--- config.mk ---
export PLATFORM = sky130hd
export DESIGN_NAME = spq_ctrl
export DESIGN_NICKNAME = d
export VERILOG_FILES = /design/src/rtl/spq_pkg.sv /design/src/rtl/spq_ctrl.sv
export SDC_FILE = /design/constraint.sdc
export NUM_CORES = 1
export LEC_CHECK = 0
export BUFFER_PORTS_ARGS = -buffer_cell sky130_fd_sc_hd__buf_2
export CORE_AREA = 2 2 39 41
export DETAILED_ROUTE_END_ITERATION = 10
export DIE_AREA = 0 0 41 43
export HOLD_SLACK_MARGIN = 0.06
export PLACE_DENSITY = 0.63
export SLEW_MARGIN = 20
export SYNTH_ARGS = -nofsm -noshare
export SYNTH_HDL_FRONTEND = slang
export SYNTH_SLANG_ARGS = --single-unit
--- constraint.sdc ---
create_clock -name clk -period 1.3 [get_ports clk]
set_clock_uncertainty 0.1 [all_clocks]
set_input_delay 0.065 -clock clk [delete_from_list [all_inputs] [get_ports clk]]
set_output_delay 0.065 -clock clk [all_outputs]
set_load 0.02 [all_outputs]
--- src/rtl/spq_pkg.sv ---
// spq_pkg: shared constants, codes and control types for the sorted priority queue
// used by spq_ctrl, spq_datapath and sorted_priority_queue_unit
package spq_pkg;

    localparam int DEPTH_DEF    = 128;
    localparam int PRI_BITS_DEF = 16;
    localparam int KEY_BITS_DEF = 16;
    localparam int MODE_W       = 3;
    localparam int STATUS_W     = 2;
    localparam int FILL_W       = 8;

    localparam logic [MODE_W-1:0] MODE_INSERT  = 3'd0;
    localparam logic [MODE_W-1:0] MODE_POP_MIN = 3'd1;
    localparam logic [MODE_W-1:0] MODE_POP_MAX = 3'd2;
    localparam logic [MODE_W-1:0] MODE_PEEK    = 3'd3;
    localparam logic [MODE_W-1:0] MODE_UPDATE  = 3'd4;
    localparam logic [MODE_W-1:0] MODE_EXISTS  = 3'd5;

    localparam logic [STATUS_W-1:0] ST_OK        = 2'd0;
    localparam logic [STATUS_W-1:0] ST_EMPTY     = 2'd1;
    localparam logic [STATUS_W-1:0] ST_FULL      = 2'd2;
    localparam logic [STATUS_W-1:0] ST_NOT_FOUND = 2'd3;

    typedef enum logic [4:0] {
        S_IDLE  = 5'b00001,
        S_EVAL  = 5'b00010,
        S_APPLY = 5'b00100,
        S_EVAL2 = 5'b01000,
        S_INS2  = 5'b10000
    } state_t;

    typedef struct packed {
        logic                load;
        logic                eval;
        logic                insert;
        logic                remove;
        logic                dec;
        logic                capture;
        logic [STATUS_W-1:0] status;
    } cmd_t;

    typedef struct packed {
        logic [MODE_W-1:0] mode;
        logic              empty;
        logic              full;
        logic              found;
    } stat_t;

endpackage

--- src/rtl/spq_ctrl.sv ---
// spq_ctrl: request sequencer for the sorted priority queue
// depends on spq_pkg; drives spq_datapath through cmd_t, reads stat_t
module spq_ctrl (
    input  logic           clk,
    input  logic           rst_n,
    input  logic           start,
    output logic           busy,
    input  spq_pkg::stat_t stat,
    output spq_pkg::cmd_t  cmd
);

    spq_pkg::state_t state_reg;
    spq_pkg::state_t state_next;

    always_ff @(posedge clk or negedge rst_n)
    begin
        if (!rst_n)
        begin
            state_reg <= spq_pkg::S_IDLE;
        end
        else
        begin
            state_reg <= state_next;
        end
    end

    always_comb
    begin
        cmd        = '0;
        cmd.status = spq_pkg::ST_OK;
        state_next = state_reg;
        unique case (state_reg)
            spq_pkg::S_IDLE:
            begin
                if (start)
                begin
                    cmd.load   = 1'b1;
                    state_next = spq_pkg::S_EVAL;
                end
            end
            spq_pkg::S_EVAL:
            begin
                cmd.eval   = 1'b1;
                state_next = spq_pkg::S_APPLY;
            end
            spq_pkg::S_APPLY:
            begin
                state_next = spq_pkg::S_IDLE;
                unique case (stat.mode)
                    spq_pkg::MODE_INSERT:
                    begin
                        cmd.capture = 1'b1;
                        if (stat.full)
                        begin
                            cmd.status = spq_pkg::ST_FULL;
                        end
                        else
                        begin
                            cmd.insert = 1'b1;
                        end
                    end
                    spq_pkg::MODE_POP_MIN:
                    begin
                        cmd.capture = 1'b1;
                        if (stat.empty)
                        begin
                            cmd.status = spq_pkg::ST_EMPTY;
                        end
                        else
                        begin
                            cmd.dec = 1'b1;
                        end
                    end
                    spq_pkg::MODE_POP_MAX:
                    begin
                        cmd.capture = 1'b1;
                        if (stat.empty)
                        begin
                            cmd.status = spq_pkg::ST_EMPTY;
                        end
                        else
                        begin
                            cmd.remove = 1'b1;
                        end
                    end
                    spq_pkg::MODE_PEEK:
                    begin
                        cmd.capture = 1'b1;
                        if (stat.empty)
                        begin
                            cmd.status = spq_pkg::ST_EMPTY;
                        end
                    end
                    spq_pkg::MODE_UPDATE:
                    begin
                        if (stat.found)
                        begin
                            cmd.remove = 1'b1;
                            state_next = spq_pkg::S_EVAL2;
                        end
                        else
                        begin
                            cmd.capture = 1'b1;
                            cmd.status  = spq_pkg::ST_NOT_FOUND;
                        end
                    end
                    default:
                    begin
                        cmd.capture = 1'b1;
                    end
                endcase
            end
            spq_pkg::S_EVAL2:
            begin
                cmd.eval   = 1'b1;
                state_next = spq_pkg::S_INS2;
            end
            spq_pkg::S_INS2:
            begin
                cmd.insert  = 1'b1;
                cmd.capture = 1'b1;
                state_next  = spq_pkg::S_IDLE;
            end
            default:
            begin
                state_next = spq_pkg::S_IDLE;
            end
        endcase
    end

    assign busy = (state_reg != spq_pkg::S_IDLE);

endmodule

==> results.json, run 1 <==
{
  "met2WireLength_um": 628,
  "ir_worst_vdd_uv": 921,
  "timing.final.ws_setup_ps": -322,
  "cts_max_path_buffers": 2,
  "core_area_sq_um": 1380,
  "power_density_nw_per_um2": 1520,
  "dieHeight_um": 43,
  "vias": 466,
  "crit_end": "cmd[5]",
  "syn_area_sq_um": 365,
  "maxCapViolations": 0,
  "p_comb_share_pct": 63.6,
  "worstSetupPathType": "flip-flop to primary output",
  "total_power_mw": 1.16,
  "finalSetupViolations": 10,
  "synth_top_family_by_area": "simple AND/OR/NAND/NOR gates",
  "violations": "negative setup slack",
  "start_util_pct": 26.4,
  "drtPass1Iterations": 2,
  "port_buffers": 17,
  "syn_avg_cell_area_sq_um": 8.30,
  "min_period_ps": 1620,
  "largest_reg_flops": 5,
  "min_path_type": "input port to flip-flop",
  "cts_buffers": 3,
  "drive_above_1_share_pct": 61.3,
  "layout.nets": 90,
  "cts_sinks": 5,
  "drt_iter0_markers": 1,
  "synth_xor_area_share_pct": 0,
  "syn-num-nets": 53,
  "vias_per_cell": 4.85,
  "cts_tree": "done",
  "cp.required_ps": 1130,
  "grt_setup_unrepaired": "yes",
  "p_seq_share_pct": 21.2,
  "maxSlewViolCount": 0,
  "cp-end-kind": "primary output",
  "antenna_found_initial": 0,
  "power.leakage_nw": 0.344,
  "power_frac_clock_pct": 15.3,
  "grt_pass1_wl_um": 1700,
  "routedWlPerCell_um": 11.8,
  "routabilityCongestion": 0.749,
  "crit_arrival_ps": 1460,
  "grt_pass1_vias": 433,
  "synth_cell_types": 25,
  "stdcell_count": 96,
  "tightest_slew_ps": 292,
  "worstSetupStartpoint": "state_reg[0]",
  "htreeDepth": 1,
  "crit_fanout": 3,
  "dp_cells": 83,
  "r2r_start": "state_reg[3]",
  "die_w_um": 41,
  "status": "finished with violations",
  "synthAdderAreaFrac_pct": 0,
  "wl_met1_um": 443,
  "ys.warnings.count": 0,
  "rr_worst_depth": 5,
  "wl_met3_um": 57,
  "synth_compound_area_share_pct": 16.4,
  "clockRootBuffer": "clkbuf_4",
  "diodes": 0,
  "synth_mux_area_share_pct": 0,
  "io_pins": 18,
  "fin_util_pct": 55.2,
  "r2r_end": "state_reg[0]",
  "preCtsSetupSlack_ps": -156,
  "wirelength_um": 1130,
  "top_layer": "met3",
  "fp-row-count": 14,
  "post-route-drc-count": 0,
  "power.switching_mw": 0.434,
  "whs_ps": 203,
  "ys_ff_latch": 5,
  "clk_pin_slew_ps": 40,
  "p_int_mw": 0.726,
  "final_hold_viol_count": 0,
  "start_kind": "flip-flop",
  "track_usage_pct": 14.6,
  "grt_max_degree": 9,
  "slew_headroom_pct": 80.2,
  "hpwl_um": 797,
  "ant_nets": 0,
  "fmax_ghz": 0.616,
  "synthSimpleGateAreaFrac_pct": 44.9,
  "period_share_pct": 125,
  "synth_cells": 44,
  "synthToLayoutAreaGrowth_pct": 109,
  "swShare_pct": 37.4,
  "ys_seq_area_share_pct": 34.6,
  "die-area_sq_um": 1760,
  "clk_latency_ps": 240,
  "r2r_slack_ps": -130,
  "overflow": 0
}
cell type report:
class	count	area, sq um
inverters	4	15.0
multi-input cells	35	322
fillers	123	621
clock buffers	4	26.3
well taps	16	20.0
flip-flops and latches	5	126
repair buffers	32	254
synthesized netlist by cell type, drive strengths merged:
| cell | instances | share of area (%) |
|---|---|---|
| nor2 | 6 | 6.2 |
| nor3 | 5 | 8.2 |
| dfrtp | 4 | 27 |
| inv | 4 | 4.1 |
| nand2 | 3 | 3.1 |
| a21oi | 2 | 3.8 |
| a31oi | 2 | 3.4 |
| and2 | 2 | 3.4 |
| and3 | 2 | 3.4 |
| dfstp | 1 | 7.2 |
| nand2b | 1 | 1.7 |
| nand3 | 1 | 2.7 |
| nand3b | 1 | 2.1 |
| nand4b | 1 | 2.4 |
| nor2b | 1 | 1.7 |
| nor3b | 1 | 2.1 |
| nor4b | 1 | 2.4 |
| o2111ai | 1 | 2.4 |
| o311ai | 1 | 2.4 |
| o41ai | 1 | 4.5 |
| or2 | 1 | 1.7 |
| or2b | 1 | 2.1 |
| or3 | 1 | 1.7 |
logic make-up (layout without fill, tap and decap cells):
| group | count (synthesis) | count (layout) |
|---|---|---|
| flip-flops | 5 | 5 |
| AO/OA/AOI/OAI | 7 | 7 |
| AND/OR/NAND/NOR | 28 | 28 |
| buffers and inverters | 4 | 40 |
worst max-delay path, stage by stage, from the launching register on:
cell and delay [ps]:
dfstp_2 550, nor3_4 50, buf_4 130, buf_6 100, nand3b_1 130, o41ai_4 90, buf_4 160
how the worst min path moves through the flow:
stage / end / depth (start not counted) / start
2_1_floorplan: state_reg[1] / 0 / rst_n
3_3_place_gp: state_reg[1] / 1 / rst_n
3_5_place_dp: state_reg[1] / 1 / rst_n
4_1_cts: state_reg[3] / 2 / rst_n
5_1_grt: state_reg[0] / 4 / stat[0]
6_report: state_reg[0] / 4 / stat[0]
metrics by stage:
step	instance area, sq um	TNS [ps]
floorplan	404	-418
global placement	554	-682
detailed placement	554	-780
CTS	691	-2140
global route	763	-3310
finish	763	-2380
power groups by stage:
stage               logic [mW]  clock network [mW]  registers [mW]
floorplan                0.267                   0           0.238
detailed placement       0.457                   0           0.237
global placement         0.449                   0           0.236
CTS                      0.581               0.183           0.245
global route             0.785               0.201           0.250
finish                   0.737               0.177           0.245
layout by cell type (no fill, tap or decap), types with 2 or more instances in the layout:
master / synthesis / routed
a31oi_1: 2 / 2
buf_2: 0 / 9
buf_4: 0 / 12
buf_6: 0 / 7
clkbuf_4: 0 / 3
dfrtp_1: 4 / 4
dlygate4sd3_1: 0 / 4
inv_1: 4 / 4
nand2_1: 3 / 3
nor2_1: 6 / 2
nor2_4: 0 / 4
nor3_2: 1 / 4
per-layer routing:
layer,global-route usage (%),vias up
li1,-,231
met1,15.1,219
met2,25.9,16
met3,1.57,0
met4,8.00,0
met5,0,-
what timing repair did:
item,4_1_cts,5_1_grt
setup endpoints to repair,10,13
resized for setup,19,10
hold buffers,3,1
setup buffers,2,3
endpoints found under the hold margin,8,1
pin swaps,5,2
(Power assumes the default switching activity.)
==> run 2, diff against run 1 <==
clock period = 2 ns   (was 1.3 ns; I/O delays follow)
==> run 2 against run 1 <==
The run now ends clean. Via count decreased by 13%. Combinational power decreased by 71%. Final cell count decreased by 13%. Critical endpoint unchanged. Flip-flop and latch count unchanged. Clock power decreased by 37%.
==> results.json, run 2 (same netlist as run 1, synthesis figures left out) <==
{
  "status": "finished clean",
  "layout_commonest_cell": "buf_2",
  "r2r_start": "state_reg[2]",
  "port_buffers": 17,
  "fin_area_sq_um": 527,
  "grt_pass1_vias": 335,
  "drive_above_1_share_pct": 36.8,
  "die-area_sq_um": 1760,
  "swShare_pct": 39.2,
  "clockRootBuffer": "clkbuf_4",
  "layout.nets": 78,
  "slew_headroom_pct": 81.1,
  "r2r_end": "state_reg[0]",
  "cp-end-kind": "primary output",
  "fmax_ghz": 0.560,
  "cts_resized": 0,
  "post_dp_cell_area_sq_um": 470,
  "cp.required_ps": 1800,
  "ant_nets": 0,
  "track_usage_pct": 11.6,
  "layout_common_cells": "buf_2 (17), nor2_1 (6), inv_1 (4), nor3_1 (4), dfrtp_1 (4)",
  "cts_buffers": 3,
  "final_hold_viol_count": 0,
  "grt_max_degree": 9,
  "tns_ps": 0,
  "cts_sinks": 5,
  "routedWlPerCell_um": 10.2,
  "synthToLayoutAreaGrowth_pct": 44.2,
  "cts_tree": "done",
  "grt_setup_unrepaired": "no",
  "grt_pass1_wl_um": 1310,
  "wirelength_um": 857,
  "dieHeight_um": 43,
  "p_comb_share_pct": 44.0,
  "crit_fanout": 6,
  "drt_iter0_markers": 2,
  "worstSetupPathType": "flip-flop to primary output",
  "clk_latency_ps": 240,
  "overflow": 0,
  "largest_reg_flops": 5,
  "timing.final.ws_setup_ps": 215,
  "maxCapViolations": 0,
  "diodes": 0,
  "finalSetupViolations": 0,
  "tightest_slew_ps": 280,
  "p_seq_share_pct": 32.8,
  "r2r_slack_ps": 710,
  "clk_pin_slew_ps": 40,
  "vias_per_cell": 4.82,
  "die_w_um": 41,
  "cts_max_path_buffers": 2,
  "p_int_mw": 0.293,
  "min_period_ps": 1780,
  "power.leakage_nw": 0.257,
  "vias": 405,
  "period_share_pct": 89.2,
  "post-route-drc-count": 0,
  "min_path_type": "input port to asynchronous set/reset pin",
  "start_util_pct": 26.4,
  "start_kind": "flip-flop",
  "hpwl_um": 696,
  "preCtsSetupSlack_ps": 453,
  "core_area_sq_um": 1380,
  "crit_arrival_ps": 1580,
  "power_frac_clock_pct": 23.1,
  "fp-row-count": 14,
  "io_pins": 18,
  "routabilityCongestion": 0.798,
  "antenna_found_initial": 0,
  "maxSlewViolCount": 0,
  "ir_worst_vdd_uv": 567,
  "htreeDepth": 1,
  "drtPass1Iterations": 2,
  "power_density_nw_per_um2": 915,
  "rr_worst_depth": 3,
  "total_power_mw": 0.482,
  "power.switching_mw": 0.189
}
[run 2: cell types whose count changed in the layout (fill, tap and decap cells not counted), sizes merged]
cell	previous run	this run
buf	28	17
dlygate4sd3	4	3
[run 2: worst max path at each step]
stage,startpoint,endpoint,slack (ps)
2_1_floorplan,state_reg[3],cmd[5],450
3_3_place_gp,state_reg[3],cmd[5],470
3_5_place_dp,state_reg[3],cmd[5],450
4_1_cts,state_reg[3],cmd[5],200
5_1_grt,state_reg[3],cmd[5],90
6_report,state_reg[3],cmd[5],220
[run 2: layout make-up]
type,count,area [sq um]
Clock buffer,4,26.3
Fill cell,140,857
Tap cell,16,20.0
Inverter,4,15.0
Sequential cell,5,126
Timing Repair Buffer,20,115
Multi-Input combinational cell,35,224
[run 2: per-layer routing]
layer	up-vias	GRT usage, %	share of wire (%)
met4	0	10.0	3.3
met5	-	0	0
li1	207	-	-
met1	177	14.5	45
met3	4	3.14	8.6
met2	17	15.6	43
[run 2: repair_timing]
item                       CTS  global route
setup endpoints to repair    0             0
hold endpoints to repair     7             0
buffers inserted             0             0
hold buffers                 3             0
[run 2: stage by stage]
step / hold WS, ps / cells / utilization, %
after floorplan: -296 / 44 / -
after global placement: -186 / 77 / 34.0
after detailed placement: -187 / 77 / 34.0
after CTS: 85.2 / 84 / 38.1
after global routing: 89.7 / 84 / 38.1
final: 86.1 / 84 / 38.1
[run 2: power groups by stage]
stage / Clock, mW / Sequential, mW / Combinational (mW)
floorplan: 0 / 0.153 / 0.152
global placement: 0 / 0.159 / 0.209
detailed placement: 0 / 0.159 / 0.211
CTS: 0.118 / 0.158 / 0.216
global route: 0.128 / 0.165 / 0.235
finish: 0.112 / 0.158 / 0.212
[run 2: worst max-delay path: stages, from the launching register on]
cell	delay, ps
dfrtp_1	390
nor3_2	280
nand3_2	180
o41ai_2	280
buf_2	210
